===== config.mk =====
export PLATFORM = sky130hd
export DESIGN_NAME = md5_hash_stream_core
export DESIGN_NICKNAME = d
export VERILOG_FILES = /design/src/rtl/core/md5_pkg.sv /design/src/rtl/core/md5_front.sv /design/src/rtl/core/md5_back.sv /design/src/rtl/core/md5_hash_stream_core.sv
export SDC_FILE = /design/constraint.sdc
export NUM_CORES = 2
export LEC_CHECK = 0
export BUFFER_PORTS_ARGS = -buffer_cell sky130_fd_sc_hd__buf_2
export CORE_MARGIN = 1
export CORE_UTILIZATION = 35
export DETAILED_ROUTE_END_ITERATION = 7
export GPL_TIMING_DRIVEN = 0
export PLACE_DENSITY = 0.62
export SLEW_MARGIN = 5
export SYNTH_ARGS = -nofsm -noshare
export SYNTH_HDL_FRONTEND = slang
export SYNTH_SLANG_ARGS = --single-unit

===== constraint.sdc =====
create_clock -name clk -period 13.2 [get_ports clk]
set_clock_uncertainty 0.1 [all_clocks]
set_input_delay 1.32 -clock clk [delete_from_list [all_inputs] [get_ports clk]]
set_output_delay 1.32 -clock clk [all_outputs]
set_load 0.1 [all_outputs]

===== src/rtl/core/md5_pkg.sv =====
// Package with the shared types, constants and tables of the MD5 stream core.
package md5_pkg;
  localparam int QueueDepth = 4;
  localparam int QueueAw = 2;

  // Command passed from the front end to the back end.
  typedef struct packed {
    logic [7:0] data_byte;
    logic       has_data;
    logic       end_of_message;
  } md5_cmd_t;

  // Queue handshake between front end and back end.
  typedef struct packed {
    logic     valid;
    md5_cmd_t cmd;
  } md5_q_out_t;

  localparam logic [31:0] InitA = 32'h67452301;
  localparam logic [31:0] InitB = 32'hefcdab89;
  localparam logic [31:0] InitC = 32'h98badcfe;
  localparam logic [31:0] InitD = 32'h10325476;

  function automatic logic [31:0] sine_k(input logic [5:0] t);
    logic [31:0] k;
    begin
      case (t)
        6'd0: k = 32'hd76aa478;  6'd1: k = 32'he8c7b756;
        6'd2: k = 32'h242070db;  6'd3: k = 32'hc1bdceee;
        6'd4: k = 32'hf57c0faf;  6'd5: k = 32'h4787c62a;
        6'd6: k = 32'ha8304613;  6'd7: k = 32'hfd469501;
        6'd8: k = 32'h698098d8;  6'd9: k = 32'h8b44f7af;
        6'd10: k = 32'hffff5bb1; 6'd11: k = 32'h895cd7be;
        6'd12: k = 32'h6b901122; 6'd13: k = 32'hfd987193;
        6'd14: k = 32'ha679438e; 6'd15: k = 32'h49b40821;
        6'd16: k = 32'hf61e2562; 6'd17: k = 32'hc040b340;
        6'd18: k = 32'h265e5a51; 6'd19: k = 32'he9b6c7aa;
        6'd20: k = 32'hd62f105d; 6'd21: k = 32'h02441453;
        6'd22: k = 32'hd8a1e681; 6'd23: k = 32'he7d3fbc8;
        6'd24: k = 32'h21e1cde6; 6'd25: k = 32'hc33707d6;
        6'd26: k = 32'hf4d50d87; 6'd27: k = 32'h455a14ed;
        6'd28: k = 32'ha9e3e905; 6'd29: k = 32'hfcefa3f8;
        6'd30: k = 32'h676f02d9; 6'd31: k = 32'h8d2a4c8a;
        6'd32: k = 32'hfffa3942; 6'd33: k = 32'h8771f681;
        6'd34: k = 32'h6d9d6122; 6'd35: k = 32'hfde5380c;
        6'd36: k = 32'ha4beea44; 6'd37: k = 32'h4bdecfa9;
        6'd38: k = 32'hf6bb4b60; 6'd39: k = 32'hbebfbc70;
        6'd40: k = 32'h289b7ec6; 6'd41: k = 32'heaa127fa;
        6'd42: k = 32'hd4ef3085; 6'd43: k = 32'h04881d05;
        6'd44: k = 32'hd9d4d039; 6'd45: k = 32'he6db99e5;
        6'd46: k = 32'h1fa27cf8; 6'd47: k = 32'hc4ac5665;
        6'd48: k = 32'hf4292244; 6'd49: k = 32'h432aff97;
        6'd50: k = 32'hab9423a7; 6'd51: k = 32'hfc93a039;
        6'd52: k = 32'h655b59c3; 6'd53: k = 32'h8f0ccc92;
        6'd54: k = 32'hffeff47d; 6'd55: k = 32'h85845dd1;
        6'd56: k = 32'h6fa87e4f; 6'd57: k = 32'hfe2ce6e0;
        6'd58: k = 32'ha3014314; 6'd59: k = 32'h4e0811a1;
        6'd60: k = 32'hf7537e82; 6'd61: k = 32'hbd3af235;
        6'd62: k = 32'h2ad7d2bb; 6'd63: k = 32'heb86d391;
        default: k = 32'h0;
      endcase
      return k;
    end
  endfunction

  function automatic logic [4:0] rot_amount(input logic [3:0] i);
    logic [4:0] r;
    begin
      case (i)
        4'd0: r = 5'd7;   4'd1: r = 5'd12;  4'd2: r = 5'd17;  4'd3: r = 5'd22;
        4'd4: r = 5'd5;   4'd5: r = 5'd9;   4'd6: r = 5'd14;  4'd7: r = 5'd20;
        4'd8: r = 5'd4;   4'd9: r = 5'd11;  4'd10: r = 5'd16; 4'd11: r = 5'd23;
        4'd12: r = 5'd6;  4'd13: r = 5'd10; 4'd14: r = 5'd15; 4'd15: r = 5'd21;
        default: r = 5'd0;
      endcase
      return r;
    end
  endfunction

  function automatic logic [31:0] bswap32(input logic [31:0] v);
    return {v[7:0], v[15:8], v[23:16], v[31:24]};
  endfunction
endpackage


===== src/rtl/core/md5_front.sv =====
// Front end: accepts input transactions, drops empty ones and queues the rest.
module md5_front (
  input  logic              clk,
  input  logic              rst_n,
  input  logic              in_tvalid,
  output logic              in_tready,
  input  logic [7:0]        in_data_byte,
  input  logic              in_has_data,
  input  logic              in_end_of_message,
  input  logic              q_pop,
  output md5_pkg::md5_q_out_t q_out
);
  import md5_pkg::*;

  md5_cmd_t             fifo_r [QueueDepth];
  logic [QueueAw-1:0]   wr_ptr_r, rd_ptr_r;
  logic [QueueAw:0]     count_r, count_nxt;
  logic                 push, pop;

  assign in_tready = (count_r != QueueAw'(0) + (QueueAw+1)'(QueueDepth));
  // Items that carry neither a byte nor an end mark change nothing.
  assign push = in_tvalid && in_tready && (in_has_data || in_end_of_message);
  assign pop  = q_pop && (count_r != '0);

  assign q_out.valid = (count_r != '0);
  assign q_out.cmd   = fifo_r[rd_ptr_r];

  always_comb begin
    count_nxt = count_r;
    if (push && !pop) count_nxt = count_r + 1'b1;
    else if (!push && pop) count_nxt = count_r - 1'b1;
  end

  always_ff @(posedge clk) begin
    if (push) begin
      fifo_r[wr_ptr_r] <= '{data_byte: in_data_byte, has_data: in_has_data,
                            end_of_message: in_end_of_message};
    end
    if (!rst_n) begin
      wr_ptr_r <= '0;
      rd_ptr_r <= '0;
      count_r  <= '0;
    end else begin
      if (push) wr_ptr_r <= wr_ptr_r + 1'b1;
      if (pop)  rd_ptr_r <= rd_ptr_r + 1'b1;
      count_r <= count_nxt;
    end
  end
endmodule


===== src/rtl/core/md5_back.sv =====
// Back end: block buffer, padding sequencer and one-round-per-cycle compression.
module md5_back (
  input  logic                clk,
  input  logic                rst_n,
  input  md5_pkg::md5_q_out_t q_in,
  output logic                q_pop,
  output logic                out_tvalid,
  input  logic                out_tready,
  output logic [127:0]        out_tdata
);
  import md5_pkg::*;

  localparam logic [2:0] StIdle  = 3'd0;
  localparam logic [2:0] StComp  = 3'd1;
  localparam logic [2:0] StPad   = 3'd2;
  localparam logic [2:0] StLen   = 3'd3;
  localparam logic [2:0] StOut   = 3'd4;

  logic [2:0]  state_r;
  logic [31:0] mem_r [16];
  logic [5:0]  fill_r;
  logic [63:0] bits_r, len_r;
  logic [31:0] h_r [4];
  logic [31:0] a_r, b_r, c_r, d_r;
  logic [5:0]  t_r;
  logic        pad_r;      // 1 while the 0x80 marker byte is still to be written
  logic        fin_r;      // 1 while the current message is being finished
  logic [2:0]  len_idx_r;
  logic        ovalid_r, ovalid_nxt;
  logic [127:0] odata_r;

  logic        wr_en;
  logic [7:0]  wr_byte;
  logic [3:0]  w_idx;
  logic [31:0] f_val, sum, rot, m_word;
  logic [1:0]  grp;
  logic [4:0]  sh;

  assign grp = t_r[5:4];
  always_comb begin
    case (grp)
      2'd0: begin f_val = (b_r & c_r) | (~b_r & d_r); w_idx = t_r[3:0]; end
      2'd1: begin
        f_val = (b_r & d_r) | (c_r & ~d_r);
        w_idx = 4'(t_r[3:0] * 4'd5 + 4'd1);
      end
      2'd2: begin
        f_val = b_r ^ c_r ^ d_r;
        w_idx = 4'(t_r[3:0] * 4'd3 + 4'd5);
      end
      default: begin f_val = c_r ^ (b_r | ~d_r); w_idx = 4'(t_r[3:0] * 4'd7); end
    endcase
  end
  assign m_word = mem_r[w_idx];
  assign sum = a_r + f_val + sine_k(t_r) + m_word;
  assign sh  = rot_amount({grp, t_r[1:0]});
  assign rot = (sum << sh) | (sum >> (6'd32 - {1'b0, sh}));

  assign q_pop = (state_r == StIdle) && q_in.valid;
  assign out_tvalid = ovalid_r;
  assign out_tdata  = odata_r;

  always_comb begin
    ovalid_nxt = ovalid_r;
    if (ovalid_r && out_tready) ovalid_nxt = 1'b0;
    if (state_r == StOut && (!ovalid_r || out_tready)) ovalid_nxt = 1'b1;
  end

  always_comb begin
    wr_en = 1'b0;
    wr_byte = 8'h00;
    case (state_r)
      StIdle: begin
        if (q_in.valid && q_in.cmd.has_data) begin
          wr_en = 1'b1;
          wr_byte = q_in.cmd.data_byte;
        end else if (q_in.valid) begin
          wr_en = 1'b1;
          wr_byte = 8'h80;
        end
      end
      StPad: begin wr_en = 1'b1; wr_byte = pad_r ? 8'h80 : 8'h00; end
      StLen: begin wr_en = 1'b1; wr_byte = len_r[8*len_idx_r +: 8]; end
      default: ;
    endcase
  end

  always_ff @(posedge clk) begin
    if (wr_en) mem_r[fill_r[5:2]][8*fill_r[1:0] +: 8] <= wr_byte;
    if (!rst_n) begin
      state_r <= StIdle;
      fill_r <= '0;
      bits_r <= '0;
      h_r[0] <= InitA; h_r[1] <= InitB; h_r[2] <= InitC; h_r[3] <= InitD;
      t_r <= '0;
      pad_r <= 1'b0;
      fin_r <= 1'b0;
      len_idx_r <= '0;
      ovalid_r <= 1'b0;
    end else begin
      ovalid_r <= ovalid_nxt;
      case (state_r)
        StIdle: begin
          if (q_in.valid) begin
            fin_r <= q_in.cmd.end_of_message;
            if (q_in.cmd.has_data) begin
              fill_r <= fill_r + 1'b1;
              bits_r <= bits_r + 64'd8;
              len_r <= bits_r + 64'd8;
              pad_r <= q_in.cmd.end_of_message;
              if (fill_r == 6'd63) begin
                state_r <= StComp;
              end else if (q_in.cmd.end_of_message) begin
                state_r <= StPad;
              end
            end else begin
              // End without a byte: the 0x80 marker goes in right here.
              len_r <= bits_r;
              pad_r <= 1'b0;
              fill_r <= fill_r + 1'b1;
              if (fill_r == 6'd63) state_r <= StComp;
              else if (fill_r == 6'd55) state_r <= StLen;
              else state_r <= StPad;
            end
            a_r <= h_r[0]; b_r <= h_r[1]; c_r <= h_r[2]; d_r <= h_r[3];
            t_r <= '0;
            len_idx_r <= '0;
          end
        end
        StPad: begin
          fill_r <= fill_r + 1'b1;
          pad_r <= 1'b0;
          a_r <= h_r[0]; b_r <= h_r[1]; c_r <= h_r[2]; d_r <= h_r[3];
          t_r <= '0;
          if (fill_r == 6'd63) state_r <= StComp;
          else if (fill_r == 6'd55) state_r <= StLen;
        end
        StLen: begin
          fill_r <= fill_r + 1'b1;
          a_r <= h_r[0]; b_r <= h_r[1]; c_r <= h_r[2]; d_r <= h_r[3];
          t_r <= '0;
          // The index stays at seven once the last length byte is written.
          if (len_idx_r == 3'd7) begin
            state_r <= StComp;
            pad_r <= 1'b0;
          end else begin
            len_idx_r <= len_idx_r + 1'b1;
          end
        end
        StComp: begin
          if (t_r == 6'd63) begin
            h_r[0] <= h_r[0] + d_r;
            h_r[1] <= h_r[1] + b_r + rot;
            h_r[2] <= h_r[2] + b_r;
            h_r[3] <= h_r[3] + c_r;
            a_r <= h_r[0] + d_r; b_r <= h_r[1] + b_r + rot;
            c_r <= h_r[2] + b_r; d_r <= h_r[3] + c_r;
            t_r <= '0;
            // A finished message goes out once its length block is done.
            if (!fin_r) state_r <= StIdle;
            else if (len_idx_r == 3'd7) state_r <= StOut;
            else state_r <= StPad;
          end else begin
            a_r <= d_r; d_r <= c_r; c_r <= b_r;
            b_r <= b_r + rot;
            t_r <= t_r + 1'b1;
          end
        end
        StOut: begin
          if (!ovalid_r || out_tready) begin
            odata_r <= {bswap32(h_r[0]), bswap32(h_r[1]),
                        bswap32(h_r[2]), bswap32(h_r[3])};
            h_r[0] <= InitA; h_r[1] <= InitB; h_r[2] <= InitC; h_r[3] <= InitD;
            bits_r <= '0;
            fill_r <= '0;
            fin_r <= 1'b0;
            len_idx_r <= '0;
            state_r <= StIdle;
          end
        end
        default: state_r <= StIdle;
      endcase
    end
  end
endmodule


===== src/rtl/core/md5_hash_stream_core.sv =====
// Top level of the MD5 stream core: front-end queue and compression back end.
// Bytes are taken at one per cycle while the back end is idle; each full block then stalls
// the input for its compression rounds. End of message adds padding and length bytes plus
// one or two compressed blocks before the digest is presented.
// Reset (synchronous, active low) loads the initial chaining words and clears counts.
module md5_hash_stream_core (
  input  logic         clk,
  input  logic         rst_n,
  input  logic         in_tvalid,
  output logic         in_tready,
  input  logic [7:0]   in_tdata,   // [7:0] data_byte
  input  logic         in_tuser,   // [0] has_data
  input  logic         in_tlast,   // end_of_message
  output logic         out_tvalid,
  input  logic         out_tready,
  output logic [127:0] out_tdata   // [63:0] digest_high, [127:64] digest_low
);
  import md5_pkg::*;

  md5_q_out_t q_out;
  logic       q_pop;
  logic [127:0] dig;

  md5_front u_front (
    .clk, .rst_n, .in_tvalid, .in_tready,
    .in_data_byte(in_tdata), .in_has_data(in_tuser),
    .in_end_of_message(in_tlast), .q_pop, .q_out
  );

  md5_back u_back (
    .clk, .rst_n, .q_in(q_out), .q_pop, .out_tvalid, .out_tready,
    .out_tdata(dig)
  );

  assign out_tdata = {dig[63:0], dig[127:64]};
endmodule


==> results by group <==
Worst setup path
  – Crit-path leading delay family: compound AO/OA/AOI/OAI gates
  – Startpoint Class: flop
  – Max incr delay on CP: approximately 660 ps
  – Slowest-stage cell, CP: a21boi_1
  – Setup CP Type: flop to flop
  – Worst Path Arrival: 13,310 ps
  – Crit path required time: around 14,000 ps
  – CP max FO: 10
  – Element type at the critical path end: flop
  – Buf/Inv on CP: 6

Floorplanning
  – Die ar.: between 150,000 and 200,000 sq um
  – Rows: approximately 160
  – Die Ht: ~430 um
  – Initial Utilization: a little over a third
  – Core region area: around 180,000 sq um
  – Horiz. Die Dim: roughly 430 um
  – Num ports: between 100 and 150

Layout
  – Most frequent cells in the layout: edfxtp_1, nand2_1, nor2_1
  – Layout cells sized above 1: 11.4%
  – Commonest non-fill, non-tap cell in the layout: edfxtp_1
  – Fin nets: between 6,000 and 7,000
  – Syn-to-layout area delta: 13.0%
  – Final instance area: approximately 72,000 sq um
  – Util after Layout: between 30% and 40%
  – Final std cells w/o fill: roughly 8,600
  – Fillers: between 15,000 and 20,000

Logic synthesis
  – Register area share after synthesis: 49.9%
  – Post-synth top flop: edfxtp_1
  – FFs w/ async S/R, synth: 0%
  – Yosys warning count: 0
  – Cell count after synthesis: 5,821
  – Top cell type's share of synthesized area: 43.9%
  – Synth area leaders: edfxtp_1, mux4_2, dfxtp_1
  – Post-synth cell types: 97
  – Synth Cell Area: between 60,000 and 70,000 sq um
  – Post-synth EDFFs: approximately 930
  – Syn nets: slightly above 6,000
  – Yosys top cell by area: edfxtp_1
  – Syn Area/Cell: roughly 11 sq um
  – Flops & latches, synth: ~1,100

Detailed routing
  – DRC: 0
  – Initial DRC Count: between 7,000 and 8,000
  – DRT Pass-1 Iters: 7
  – Routed Antenna Nets: 0
  – Final Routed Wirelength: 241 mm
  – DR vias: roughly 51,000
  – Avg WL per Cell: approximately 28 um
  – Via density: about 5.9

Global routing
  – Tot GR Track Use: around a quarter
  – Vias in the first global route: roughly 48,000
  – First-pass GRT wire length: about 340 mm
  – Grt ovf: 0
  – Largest net degree at the start of global routing: 65
  – Antenna violations before repair: 4

Place
  – Gpl congestion: 0.991
  – Dpl cells: roughly 8,300
  – IO buf count: 143
  – Detail Placement HPWL: 180 mm
  – Placed inst area: between 60,000 and 70,000 sq um

Outcome
  – Status: finished clean

STA
  – Max Freq: between 70 and 80 MHz
  – Max-Slew Margin vs Limit: 7.14%
  – Fin Hold WS: between 300 and 400 ps
  – Period minus WS final: ~13,000 ps
  – Final setup vio count: 0
  – Fin crit share: between 90% and 100%
  – Measured slew at the worst slew-check pin: roughly 1400 ps
  – Final hold vios: 0
  – Final Slew Violations: 0

Clock tree
  – Clk_lat worst skew: 790 ps
  – Root buffer cell: clkbuf_16
  – TritonCTS buffer count: ~120
  – CTS tree: built
  – Total clock sinks: between 1,000 and 1,500
  – CTS max path bufs: 3
  – Post-CTS Hold Buffers: 0
  – Clk slew on worst S/H paths: 70 ps
  – H-tree depth: 3

Run
  – Max_cap viols: 0

Hold path
  – HP Class: flop to flop
final timing paths:
check | start | end | slack, ps | cells after the start
hold reg to reg | u_back.h_r[1][22] | u_back.out_tdata[78] | 350 | 0
setup / recovery | u_back.t_r[0] | u_back.b_r[31] | 390 | 44
hold / removal | u_back.h_r[1][22] | u_back.out_tdata[78] | 350 | 0
setup reg to reg | u_back.t_r[0] | u_back.b_r[31] | 390 | 44
Yosys cell counts (41+ instances only):
| library cell | n |
|---|---|
| a21oi_1 | 466 |
| fa_1 | 101 |
| a22o_1 | 43 |
| a31oi_1 | 106 |
| a211oi_1 | 64 |
| o31ai_1 | 41 |
| xor2_1 | 112 |
| ha_1 | 223 |
| nand3_1 | 142 |
| mux4_2 | 193 |
| a21o_1 | 73 |
| xnor2_1 | 167 |
| o211ai_1 | 81 |
| nor3_1 | 75 |
| nand2b_1 | 44 |
| clkbuf_1 | 260 |
| nor2_1 | 530 |
| inv_1 | 340 |
| dfxtp_1 | 192 |
| edfxtp_1 | 933 |
| o21ai_0 | 339 |
| nand2_1 | 571 |
| and3_1 | 43 |
| buf_1 | 54 |
| mux2i_1 | 81 |
registers in the layout, indices dropped and copies added (netlist names), 40 cells and up, named ones only:
register          cells
u_back.len_r         61
u_back.bits_r        61
u_back.h_r          128
u_back.mem_r        512
u_back.out_tdata    128
u_front.fifo_r       40
kinds of logic after synthesis:
kind of cell	after synthesis	share of synthesized area, %
xor gates and xnor gates	283	3.96
and+or+nand+nor	1605	11.1
buffers and inverters	671	3.98
AOI/OAI and AO/OA	1505	14.9
DFF	1125	49.9
adders and majority gates	336	7.72
muxes	296	8.46
final cells by class:
type / instances / area, sq um / share of cell area, %
clock buffer: 145 / 3030 / 4.20
inverter: 349 / 1310 / 1.82
sequential: 1125 / 31900 / 44.1
multi-input combinational: 4025 / 29800 / 41.2
clock inverter: 75 / 883 / 1.22
antenna: 5 / 12.5 / 0.0173
timing repair buffer: 162 / 1020 / 1.41
tap: 2370 / 2970 / 4.11
buffer: 320 / 1330 / 1.85
routing by layer:
layer / GRT usage (%) / wire, um / part of all wire [%] / vias up
met5: 0 / 8 / 0.0033 / -
met4: 12.5 / 13900 / 5.8 / 2
met1: 34.0 / 96300 / 40 / 25400
li1: - / - / - / 22200
met3: 5.04 / 23800 / 9.9 / 592
met2: 39.4 / 107000 / 44 / 2802
per-stage QoR:
stage	setup TNS (ps)	setup WS [ps]
finish	0	388
global route	-12.8	-12.8
CTS	0	116
detailed placement	-46590	-2300
global placement	-44810	-2250
floorplan	0	1690
what timing repair did:
item / 4_1_cts / 5_1_grt
gates resized for setup: 79 / 58
endpoints found under the setup margin: 49 / 14
pin swaps: 3 / 3
setup buffers: 4 / 1
Power is left out: the tool's default activity adds up to more than one toggle a clock period on the data nets, which glitch-free logic cannot reach.
